File: config.mk
export PLATFORM = sky130hd
export DESIGN_NAME = api_frame_receiver_checksum_top
export DESIGN_NICKNAME = d
export VERILOG_FILES = /design/src/design/afrc_pkg.sv /design/src/design/afrc_parser.sv /design/src/design/api_frame_receiver_checksum_top.sv
export SDC_FILE = /design/constraint.sdc
export NUM_CORES = 1
export LEC_CHECK = 0
export BUFFER_PORTS_ARGS = -buffer_cell sky130_fd_sc_hd__buf_2
export CAP_MARGIN = 20
export CORE_MARGIN = 2
export CORE_UTILIZATION = 60
export CTS_CLUSTER_DIAMETER = 200
export DETAILED_ROUTE_END_ITERATION = 16
export HOLD_SLACK_MARGIN = 0.08
export PLACE_DENSITY = 0.81
export SETUP_SLACK_MARGIN = 0.5
export SLEW_MARGIN = 40
export SYNTH_ARGS = -nofsm -noshare
export SYNTH_HDL_FRONTEND = slang
export SYNTH_SLANG_ARGS = --single-unit
File: constraint.sdc
create_clock -name clk -period 3.3 [get_ports clk]
set_input_delay 0.165 -clock clk [delete_from_list [all_inputs] [get_ports clk]]
set_output_delay 0.165 -clock clk [all_outputs]
set_load 0.005 [all_outputs]
File: src/design/afrc_pkg.sv
package afrc_pkg;

    localparam logic [7:0]  START_DELIM     = 8'h7E;
    localparam logic [7:0]  CSUM_BASE       = 8'hFF;
    localparam logic [15:0] MAX_LEN_DEFAULT = 16'd256;

    typedef enum logic [1:0] {
        ST_DATA     = 2'd0,
        ST_CSUM_OK  = 2'd1,
        ST_CSUM_BAD = 2'd2,
        ST_LEN_REJ  = 2'd3
    } status_t;

    typedef struct packed {
        logic       valid;
        logic [7:0] data;
        logic       first;
        logic       last;
        status_t    status;
    } result_t;

endpackage

File: src/design/afrc_parser.sv
module afrc_parser (
    input  logic               clk,
    input  logic               rst_n,
    input  logic               cfg_wr_en,
    input  logic [15:0]        cfg_wr_data,
    input  logic               advance,
    input  logic [7:0]         rx_data,
    output afrc_pkg::result_t  result
);

    typedef enum logic [2:0] {
        PH_HUNT   = 3'd0,
        PH_LEN_HI = 3'd1,
        PH_LEN_LO = 3'd2,
        PH_DATA   = 3'd3,
        PH_CSUM   = 3'd4
    } phase_t;

    phase_t      phase_reg, phase_next;
    logic [7:0]  len_hi_reg, len_hi_next;
    logic [15:0] remaining_reg, remaining_next;
    logic [7:0]  sum_reg, sum_next;
    logic        first_pending_reg, first_pending_next;
    logic [15:0] max_len_reg;

    logic [15:0] frame_len;
    logic [15:0] remaining_dec;
    logic [7:0]  csum_expect;

    assign frame_len     = {len_hi_reg, rx_data};
    assign remaining_dec = remaining_reg - 16'd1;
    assign csum_expect   = afrc_pkg::CSUM_BASE - sum_reg;

    always_comb
    begin
        phase_next         = phase_reg;
        len_hi_next        = len_hi_reg;
        remaining_next     = remaining_reg;
        sum_next           = sum_reg;
        first_pending_next = first_pending_reg;
        result             = '0;
        result.status      = afrc_pkg::ST_DATA;

        case (phase_reg)
            PH_LEN_HI:
            begin
                len_hi_next = rx_data;
                phase_next  = PH_LEN_LO;
            end
            PH_LEN_LO:
            begin
                if (frame_len == 16'd0 || frame_len > max_len_reg)
                begin
                    phase_next    = PH_HUNT;
                    result.valid  = 1'b1;
                    result.last   = 1'b1;
                    result.status = afrc_pkg::ST_LEN_REJ;
                end
                else
                begin
                    remaining_next     = frame_len;
                    sum_next           = 8'd0;
                    first_pending_next = 1'b1;
                    phase_next         = PH_DATA;
                end
            end
            PH_DATA:
            begin
                result.valid       = 1'b1;
                result.data        = rx_data;
                result.first       = first_pending_reg;
                first_pending_next = 1'b0;
                sum_next           = sum_reg + rx_data;
                remaining_next     = remaining_dec;
                if (remaining_dec == 16'd0)
                begin
                    phase_next = PH_CSUM;
                end
            end
            PH_CSUM:
            begin
                result.valid  = 1'b1;
                result.data   = rx_data;
                result.last   = 1'b1;
                result.status = (csum_expect == rx_data) ? afrc_pkg::ST_CSUM_OK
                                                         : afrc_pkg::ST_CSUM_BAD;
                phase_next    = PH_HUNT;
            end
            default:
            begin
                // hunt: drop everything but the start delimiter
                phase_next = (rx_data == afrc_pkg::START_DELIM) ? PH_LEN_HI : PH_HUNT;
            end
        endcase
    end

    always_ff @(posedge clk or negedge rst_n)
    begin
        if (!rst_n)
        begin
            phase_reg         <= PH_HUNT;
            len_hi_reg        <= 8'd0;
            remaining_reg     <= 16'd0;
            sum_reg           <= 8'd0;
            first_pending_reg <= 1'b0;
            max_len_reg       <= afrc_pkg::MAX_LEN_DEFAULT;
        end
        else
        begin
            if (advance)
            begin
                phase_reg         <= phase_next;
                len_hi_reg        <= len_hi_next;
                remaining_reg     <= remaining_next;
                sum_reg           <= sum_next;
                first_pending_reg <= first_pending_next;
            end
            if (cfg_wr_en)
            begin
                max_len_reg <= cfg_wr_data;
            end
        end
    end

endmodule

File: src/design/api_frame_receiver_checksum_top.sv
// Frame receiver: takes one serial byte per request on the input channel
// (in_valid / in_stall / rx_byte), hunts for the start delimiter, reads a
// 16-bit big-endian length and passes the frame-data bytes on the output
// channel (out_valid / out_stall / out_byte, first_flag, last_flag, status).
// The byte after the data gives an end request with the checksum verdict;
// a zero or oversized length gives one rejection request instead.
// The largest accepted length (256 after reset) is written through
// cfg_wr_en / cfg_wr_data; the user must write it only while the block is
// idle, as the block does not enforce this. A byte accepted into the input
// register is decoded by the parser and its request is then captured in
// the output register. Throughput: one byte per cycle, unless a byte's
// request meets a full output register held by out_stall.
// Bytes that give no output request (delimiter, length, hunted noise)
// never wait on the output side.
// When the receiver stalls, the output register holds its request and the
// input register holds one byte; in_stall rises only when that byte would
// produce a request the full output register cannot take.
// Reset clears both registers, the parser back to hunting and the maximum
// length to 256.
module api_frame_receiver_checksum_top (
    input  logic        clk,
    input  logic        rst_n,
    input  logic        cfg_wr_en,
    input  logic [15:0] cfg_wr_data,
    input  logic        in_valid,
    output logic        in_stall,
    input  logic [7:0]  rx_byte,
    output logic        out_valid,
    input  logic        out_stall,
    output logic [7:0]  out_byte,
    output logic        first_flag,
    output logic        last_flag,
    output logic [1:0]  status
);

    logic               in_valid_reg;
    logic [7:0]         in_byte_reg;
    logic               out_valid_reg;
    logic [7:0]         out_byte_reg;
    logic               out_first_reg;
    logic               out_last_reg;
    afrc_pkg::status_t  out_status_reg;

    afrc_pkg::result_t  result;
    logic               out_free;
    logic               advance;
    logic               in_take;

    assign out_free = !out_valid_reg || !out_stall;
    assign advance  = in_valid_reg && (!result.valid || out_free);
    assign in_stall = in_valid_reg && !advance;
    assign in_take  = in_valid && !in_stall;

    afrc_parser u_parser (
        .clk         (clk),
        .rst_n       (rst_n),
        .cfg_wr_en   (cfg_wr_en),
        .cfg_wr_data (cfg_wr_data),
        .advance     (advance),
        .rx_data     (in_byte_reg),
        .result      (result)
    );

    always_ff @(posedge clk or negedge rst_n)
    begin
        if (!rst_n)
        begin
            in_valid_reg  <= 1'b0;
            out_valid_reg <= 1'b0;
        end
        else
        begin
            if (in_take)
            begin
                in_valid_reg <= 1'b1;
            end
            else if (advance)
            begin
                in_valid_reg <= 1'b0;
            end

            if (advance && result.valid)
            begin
                out_valid_reg <= 1'b1;
            end
            else if (!out_stall)
            begin
                out_valid_reg <= 1'b0;
            end
        end
    end

    always_ff @(posedge clk)
    begin
        if (in_take)
        begin
            in_byte_reg <= rx_byte;
        end
        if (advance && result.valid)
        begin
            out_byte_reg   <= result.data;
            out_first_reg  <= result.first;
            out_last_reg   <= result.last;
            out_status_reg <= result.status;
        end
    end

    assign out_valid  = out_valid_reg;
    assign out_byte   = out_byte_reg;
    assign first_flag = out_first_reg;
    assign last_flag  = out_last_reg;
    assign status     = out_status_reg;

endmodule

==> results of run 1 <==
==> cell usage in the layout (no fill, tap or decap), drive strengths merged, types with 11 or more instances in the layout <==
master / netlist / final
a41oi: 12 / 12
buf: 7 / 58
dlygate4sd3: 0 / 26
nor2b: 11 / 11
a21oi: 35 / 35
mux2: 14 / 14
edfxtp: 20 / 20
ha: 25 / 25
dfrtp: 53 / 53
inv: 23 / 24
o21ai: 31 / 31
nand4: 13 / 13
nor2: 22 / 22
nor4: 11 / 11
nand2: 48 / 48
==> metal layers <==
metal / part of all wire / GRT usage / routed length (um) / up-vias
li1: - / - / - / 1798
met1: 0.43 / 0.4019 / 4912 / 1840
met2: 0.47 / 0.4552 / 5340 / 177
met3: 0.065 / 0.06287 / 740 / 36
met4: 0.030 / 0.1154 / 338 / 0
met5: 0 / 0 / 0 / -
==> worst min-delay path by stage <==
stage | slack, ns | endpoint
2_1_floorplan | -0.13 | in_valid_reg$_DFFE_PN0P_
3_5_place_dp | 0.17 | u_parser.max_len_reg[14]$_DFFE_PN0P_
6_report | 0.18 | out_valid$_DFFE_PN0P_
3_3_place_gp | 0.33 | u_parser.max_len_reg[14]$_DFFE_PN0P_
5_1_grt | 0.18 | out_valid$_DFFE_PN0P_
4_1_cts | 0.16 | out_valid$_DFFE_PN0P_
==> area by class of cell <==
type	count	area, um2
clock buffer	10	127.6
clock inverter	6	90.09
fill	534	1937
inverter	24	90.09
multi-input combinational	324	2300
sequential	74	1953
tap	99	123.9
timing repair buffer	84	593.1
==> kinds of logic after synthesis <==
kind of cell,synth area share
mux,0.04130
compound gates,0.1997
xor+xnor,0.01782
flops,0.4416
simple gates,0.1796
fa+ha+maj,0.07525
buf+inv,0.04469
==> through the flow <==
step	hold slack, ns	area [um2]
4_1_cts	0.1638	5258
3_5_place_dp	0.1715	4765
2_1_floorplan	-0.1306	4423
5_1_grt	0.1838	5278
6_report	0.1791	5278
3_3_place_gp	0.3333	4762
==> power by group <==
part / total [mW] / internal [mW] / switching [mW]
logic: 2.27 / 0.981 / 1.29
registers: 1.69 / 1.32 / 0.366
clock network: 0.781 / 0.429 / 0.353
==> tightest hold or removal path: stages <==
cell and delay, ns:
buf_2 0.11, nand2_1 0.11, o21ai_1 0.11
==> timing repair <==
| action | 4_1_cts | 5_1_grt |
|---|---|---|
| endpoints found under the hold margin | 62 | 0 |
| gates resized for setup | 1 | 2 |
| gates cloned | 0 | 1 |
| setup buffers | 1 | 0 |
| setup endpoints to repair | 6 | 21 |
| hold buffers | 26 | 0 |
| pin swaps | 1 | 2 |
==> results.md, run 1 <==
- CTS tree: yes
- Final setup viols: 0
- Hold_sp: out_stall
- Placed Cells incl. Taps: approximately 580
- Cts bufs inserted: 9
- ANT cells: 0
- Nets: between 500 and 600
- First-pass GRT wire length: approximately 19,000 um
- FP Rows: 31
- Req. time, crit path: 3.54 ns
- Setup crit start kind: register
- Critical path class: register to register
- CTS H-tree lvls: 3
- Sequential share of the synthesized area: 0.4416
- FF+latch count, synth: 74
- Worst r2r src: in_byte_reg[5]$_DFFE_PP_
- Worst path max stage delay: 0.45 ns
- Commonest cells in the netlist: dfrtp_1, nand2_1, o21ai_0
- Clock sinks: 74
- Synth Instances: ~440
- WL final: roughly 11,000 um
- Number of global-route vias before repair: around 3,700
- Worst vdd ir: between 0.3 and 0.4 mV
- Worst Path Buf+Inv: 1
- Crit path time final: 2.709 ns
- Leading post-synthesis cells by cell area: dfrtp_1, edfxtp_1, ha_1
- Asr flop ratio synth: 0.7297
- Gr usage total: 0.2917
- Critical Path Sink: u_parser.sum_reg[2]$_DFFE_PN0P_
- CP top delay family: simple AND/OR/NAND/NOR gates
- Die Wd: 89.86 um
- RSZ-0062 raised after global routing: yes
- Slew margin rel.: 0.5036
- Hold/Removal Path Class: input port to register
- Setup TNS: 0 ns
- Starting Density: 0.6131
- First drt pass iteration count: 5
- Number of enable flip-flop cells after synthesis: 20
- Fmax: approximately 0.37 GHz
- Max Cap Viol: 0
- Synth warn: 0
- Yosys cell types: between 70 and 80
- Critical path origin: in_byte_reg[5]$_DFFE_PP_
- Share of layout cells above drive strength 1: 0.2184
- I/O Buffers: between 40 and 50
- Setup ws final: 0.5910 ns
- Max Slew Vio Count: 0
- DR vias/cell: 6.201
- Worst slew pin tran: between 0.7 and 0.8 ns
- Clk buf depth: 2
- Critical path's slowest cell: edfxtp_1
- Worst R2R Setup Slack: between 0.5 and 0.6 ns
- Root buf cell: clkbuf_8
- CP Depth: 8
- Drt initial violations: 483
- Placement Setup Slack: 0.4025 ns
- Placer Congestion: ~0.88
- Total Die Area: 0.008075 mm2
- Initial antenna violation count: 0
- Worst Reg2Reg Path Length in Cells: 8
- Final ANT Viol Nets: 0
- Die H: about 90 um
- Hold depth: 3
- Vias: just under 4,000
- Post-Syn Area: between 0.004 and 0.005 mm2
- RR Endpoint: u_parser.sum_reg[2]$_DFFE_PN0P_
- Clk pin slew, worst setup/hold paths: 0.08 ns
- Pwr dens: approximately 900 mW/mm2
- Outcome: finished, final reports clean
- Largest area contributor in the netlist: dfrtp_1
- Synth Area per Inst: about 10 um2
- Detail Placement HPWL: roughly 7600 um
- Net count after synthesis: ~500
- CP endpoint kind: register
- Clock Skews: ~0.013 ns
- Leak Pwr: roughly 2.2 nW
- Top Ports: 43
- Largest net degree at the start of global routing: 40
- Period Utilization, post-route: 0.8209
- Top cell type's share of synthesized area: 0.2999
- DRC viols: 0
- CP Max Fanout: 15
- Core ar.: roughly 0.007 mm2
- Count leader, synth: dfrtp_1
- Hold Vio Cnt, Final: 0
- DR WL/cell: around 18 um
- Worst path cell trace: ha_1, nand4_1, nor4_1, nand2_1, o311ai_4, buf_4, nand3_1, a22o_1
- Post-route insts no fill: a little over 600
- Clk_lat worst skew: ~0.36 ns
- P&R area growth vs syn: 19.32%
- Primary FF master, synth: dfrtp_1
- Total grt overflow: 0
- Final core occ: 0.7315
- Total power: approximately 4.7 mW
- Worst path arrival time: ~3 ns
(Power assumes the default switching activity.)
==> run 2, diff against run 1 <==
Settings changed: CORE_UTILIZATION 60 to 54, PLACE_DENSITY 0.81 to 0.77.
Clock period 3.3 ns to 2.2 ns, I/O delays scaled along.
==> run 2 against run 1 <==
The flow now finishes with violations (setup timing). Utilization grew 5.6 points. Worst setup slack lost 1.4 ns. Total power grew 86%. Cell count grew 17%. Critical path depth grew 4. Hold slack gained 0.046 ns. Global-route usage grew 7.5 points. Combinational power grew 140%. Critical path type unchanged. Critical endpoint is now out_byte[7]$_SDFFCE_PP0P_. Largest power group unchanged.
==> results.md, run 2 (synthesized netlist as in run 1, its figures left out) <==
- Worst R2R Setup Slack: -0.79 ns
- Leak Pwr: around 2.8 nW
- Final setup viols: 54
- Detail Placement HPWL: 8917 um
- Clock Skews: roughly 0.018 ns
- Design Area, Final: ~0.0064 mm2
- Worst vdd ir: 0.6708 mV
- DRC viols: 0
- Setup crit start kind: register
- Clock sinks: 74
- Total grt overflow: 0
- Most common cell after layout, fill and taps aside: buf_4
- ANT cells: 0
- Die H: between 90 and 100 um
- DP Area: 0.005368 mm2
- Setup TNS: -34.89 ns
- Hold Vio Cnt, Final: 0
- P&R area growth vs syn: 44.05%
- Share of layout cells above drive strength 1: 0.3984
- Post-route insts no fill: 725
- Worst Reg2Reg Path Length in Cells: 12
- Number of global-route vias before repair: about 4,700
- Final Hold Slack: around 0.23 ns
- Largest net degree at the start of global routing: 32
- Cts bufs inserted: 9
- Slew margin rel.: 0.5685
- Vias: just under 5,000
- Most frequent cells in the layout: buf_4, dfrtp_1, nand2_1, buf_2, o21ai_0
- RSZ-0062 raised after global routing: yes
- CP endpoint kind: register
- Hold/Removal Path Class: input port to register
- Critical path class: register to register
- Worst path arrival time: roughly 3.1 ns
- Placer Congestion: 0.8932
- I/O Buffers: between 40 and 50
- Outcome: finished with violations
- Placed Cells incl. Taps: 653
- DR WL/cell: approximately 26 um
- Layout fillers: approximately 450
- Root buf cell: clkbuf_8
- Top Ports: between 40 and 50
- CTS H-tree lvls: 3
- CTS tree: yes
- Initial antenna violation count: 0
- First-pass GRT wire length: ~24,000 um
- Gr usage total: 0.3670
- Crit path time final: roughly 3.0 ns
- Failing checks: setup timing
- Clk_lat worst skew: about 0.38 ns
- Clk pin slew, worst setup/hold paths: approximately 0.090 ns
- Hold depth: 3
- Core ar.: just over 0.008 mm2
- Total Die Area: slightly below 0.009 mm2
- Total power: around 8.8 mW
- Final ANT Viol Nets: 0
- Worst path cell trace: ha_1, buf_4, nand4_1, nor4_4, nand2_2, buf_6, o311ai_4, buf_4, buf_6, and2_4, nor2_4, buf_12
- Pwr dens: about 1400 mW/mm2
- Nets: 670
- DR vias/cell: roughly 6.8
- Placement Setup Slack: -0.2998 ns
- CP Max Fanout: 12
- Starting Density: 0.5465
- Setup ws final: -0.7879 ns
- Max Slew Vio Count: 0
- FP Rows: 33
- Worst slew pin tran: between 0.6 and 0.7 ns
- Fmax: roughly 0.33 GHz
- Final core occ: 0.7873
- WL final: around 19,000 um
- Period Utilization, post-route: 1.358
- First drt pass iteration count: 5
- Worst path max stage delay: about 0.52 ns
- Die Wd: 94.50 um
- Drt initial violations: 558
- Clk buf depth: 2
- Req. time, crit path: approximately 2.3 ns
- Max Cap Viol: 0
- Critical path's slowest cell: nor4_4
run 2: worst paths after layout:
check / end / from
min in group asynchronous: u_parser.max_len_reg[2]$_DFFE_PN0P_ / rst_n
max in group asynchronous: u_parser.sum_reg[2]$_DFFE_PN0P_ / rst_n
worst min-delay path: u_parser.max_len_reg[8]$_DFFE_PN1P_ / cfg_wr_en
worst min register to register: u_parser.sum_reg[3]$_DFFE_PN0P_ / u_parser.sum_reg[3]$_DFFE_PN0P_
worst max register to register: out_byte[7]$_SDFFCE_PP0P_ / in_byte_reg[1]$_DFFE_PP_
worst max-delay path: out_byte[7]$_SDFFCE_PP0P_ / in_byte_reg[1]$_DFFE_PP_
run 2: routing by layer:
| layer | track usage | vias up | share of wire |
|---|---|---|---|
| met1 | 0.4001 | 2283 | 0.32 |
| li1 | - | 1991 | - |
| met5 | 0 | - | 0 |
| met3 | 0.1077 | 186 | 0.11 |
| met2 | 0.6256 | 469 | 0.46 |
| met4 | 0.2319 | 0 | 0.11 |
run 2: power by group:
group,total [mW],internal [mW],switching [mW]
registers,2.50,1.98,0.520
clock network,0.949,0.408,0.541
logic,5.39,2.47,2.92
run 2: repair_timing:
item,4_1_cts,5_1_grt
pin swaps,29,17
gates cloned,2,0
endpoints found under the setup margin,54,55
hold buffers,27,0
buffers inserted,16,11
hold endpoints to repair,51,0
resized for setup,50,16
run 2: cell type report:
cell class	instances	area, um2	share of cell area
multi-input cells	324	2609	0.4095
inverters	24	90.09	0.01414
well taps	105	131.4	0.02062
clock buffers	13	138.9	0.02180
flip-flops and latches	74	1953	0.3066
clock inverters	3	17.52	0.002749
repair buffers	182	1431	0.2247
run 2: critical path, delay by kind of cell, from the launching register on:
family	cells	cell delay, ns
flops	1	0.42
compound gates	1	0.15
buf+inv	5	0.73
fa+ha+maj	1	0.37
simple gates	5	1.08
==> run 3, diff against run 2 <==
Settings changed: PLACE_DENSITY 0.77 to unset, PLACE_DENSITY_LB_ADDON set to 0.1.
==> run 3 against run 2 <==
The run still ends with setup timing left. Utilization rose by 2.0 points. Flip-flop and latch count did not move. Worst setup slack improved by 0.33 ns. Via count fell by 8.3%. Maximum frequency rose by 12%. Count of clock-buffer cells in the layout fell by 4. Hold slack got worse by 0.13 ns.
==> results.md, run 3 (synthesized netlist as in run 1, its figures left out) <==
- WL final: 14,940 um
- Leak Pwr: 2.849 nW
- Hold/Removal Path Class: input port to register
- Worst path arrival time: 2.94 ns
- Setup ws final: -0.4617 ns
- DR vias/cell: ~6.2
- Design Area, Final: around 0.0065 mm2
- Req. time, crit path: around 2.5 ns
- I/O Buffers: 42
- Root buf cell: clkbuf_8
- Largest net degree at the start of global routing: 55
- CTS tree: yes
- Starting Density: 0.5465
- Die H: 94.50 um
- Clock Skews: between 0.015 and 0.02 ns
- DP Area: ~0.0053 mm2
- Max Cap Viol: 0
- DRC viols: 0
- FP Rows: 33
- Slew margin rel.: 0.5232
- Most frequent cells in the layout: buf_4, dfrtp_1, nand2_1, buf_2, o21ai_0
- Failing checks: setup timing
- Core ar.: between 0.008 and 0.009 mm2
- Drt initial violations: about 360
- P&R area growth vs syn: 47.72%
- Detail Placement HPWL: between 8000 and 9000 um
- Die Wd: approximately 95 um
- Critical path class: register to register
- CTS H-tree lvls: 3
- CP Max Fanout: 5
- Fmax: about 0.38 GHz
- Initial antenna violation count: 0
- Cts bufs inserted: 9
- Crit path time final: approximately 2.7 ns
- CP endpoint kind: register
- Most common cell after layout, fill and taps aside: buf_4
- Vias: 4,521
- Total Die Area: 0.008930 mm2
- Period Utilization, post-route: 1.210
- RSZ-0062 raised after global routing: yes
- Gr usage total: 0.3378
- Number of global-route vias before repair: ~4,500
- Nets: 674
- Worst vdd ir: approximately 0.57 mV
- Pwr dens: approximately 1300 mW/mm2
- Final Hold Slack: 0.09650 ns
- Max Slew Vio Count: 0
- Total power: between 8 and 9 mW
- Setup crit start kind: register
- Clk_lat worst skew: around 0.38 ns
- Clk pin slew, worst setup/hold paths: roughly 0.09 ns
- Top Ports: between 40 and 50
- Worst slew pin tran: 0.7152 ns
- Clock sinks: 74
- Total grt overflow: 0
- Hold Vio Cnt, Final: 0
- Placer Congestion: around 0.87
- Final ANT Viol Nets: 0
- ANT cells: 0
- Final setup viols: 54
- First-pass GRT wire length: 22,580 um
- Share of layout cells above drive strength 1: 0.4151
- Clk buf depth: 2
- Outcome: finished with violations
- DR WL/cell: around 20 um
- Final core occ: 0.8074
- First drt pass iteration count: 5
[run 3: what timing repair did]
item | in CTS | in global routing
buffers inserted | 21 | 9
hold buffers | 26 | 0
resized for setup | 63 | 20
cloned | 4 | 1
pin swaps | 33 | 22
hold endpoints to repair | 78 | 0
setup endpoints to repair | 54 | 56
[run 3: worst max-delay path: stages, from the launching register on]
cell and delay, ns:
edfxtp_1 0.49, ha_4 0.34, buf_6 0.10, nand4_1 0.14, nor4_4 0.37, nand2_1 0.14
buf_4 0.16, buf_6 0.11, o311ai_4 0.08, and3_4 0.33, mux2_4 0.31
[run 3: final timing paths]
check	start	cells past startpoint	slack [ns]	endpoint
max reg2reg	in_byte_reg[3]$_DFFE_PP_	10	-0.46	u_parser.remaining_reg[1]$_DFFE_PN0P_
max	in_byte_reg[3]$_DFFE_PP_	10	-0.46	u_parser.remaining_reg[1]$_DFFE_PN0P_
min reg2reg	u_parser.sum_reg[2]$_DFFE_PN0P_	1	0.53	u_parser.sum_reg[2]$_DFFE_PN0P_
min	out_stall	3	0.1	out_valid$_DFFE_PN0P_
min in group asynchronous	rst_n	3	0.38	u_parser.remaining_reg[4]$_DFFE_PN0P_
max in group asynchronous	rst_n	3	1.30	u_parser.phase_reg[0]$_DFFE_PN0P_
[run 3: final cells by class]
class	count	area [um2]
fill	478	1559
sequential	74	1954
inverter	24	90.09
clock inverter	7	57.56
multi-input combinational	324	2638
timing repair buffer	186	1539
tap	105	131.4
clock buffer	9	123.9
[run 3: power by group]
group / internal, mW / switching, mW / leakage (nW)
Sequential: 1.99 / 0.437 / 0.838
Clock: 0.427 / 0.618 / 0.0886
Combinational: 2.59 / 2.71 / 1.92
[run 3: per-layer routing]
layer | share of wire | vias to the layer above | track usage
li1 | - | 2000 | -
met1 | 0.37 | 2172 | 0.3860
met2 | 0.50 | 268 | 0.5792
met3 | 0.071 | 81 | 0.06065
met4 | 0.060 | 0 | 0.2234
met5 | 0 | - | 0
[run 3: metrics by stage]
step                cells  setup slack, ns  setup TNS [ns]
floorplan             442          -0.1860          -4.953
global placement      652          -0.2484          -9.332
detailed placement    652          -0.3178          -12.42
CTS                   719          -0.3350          -12.18
global route          729          -0.5332          -24.86
finish                729          -0.4617          -21.26
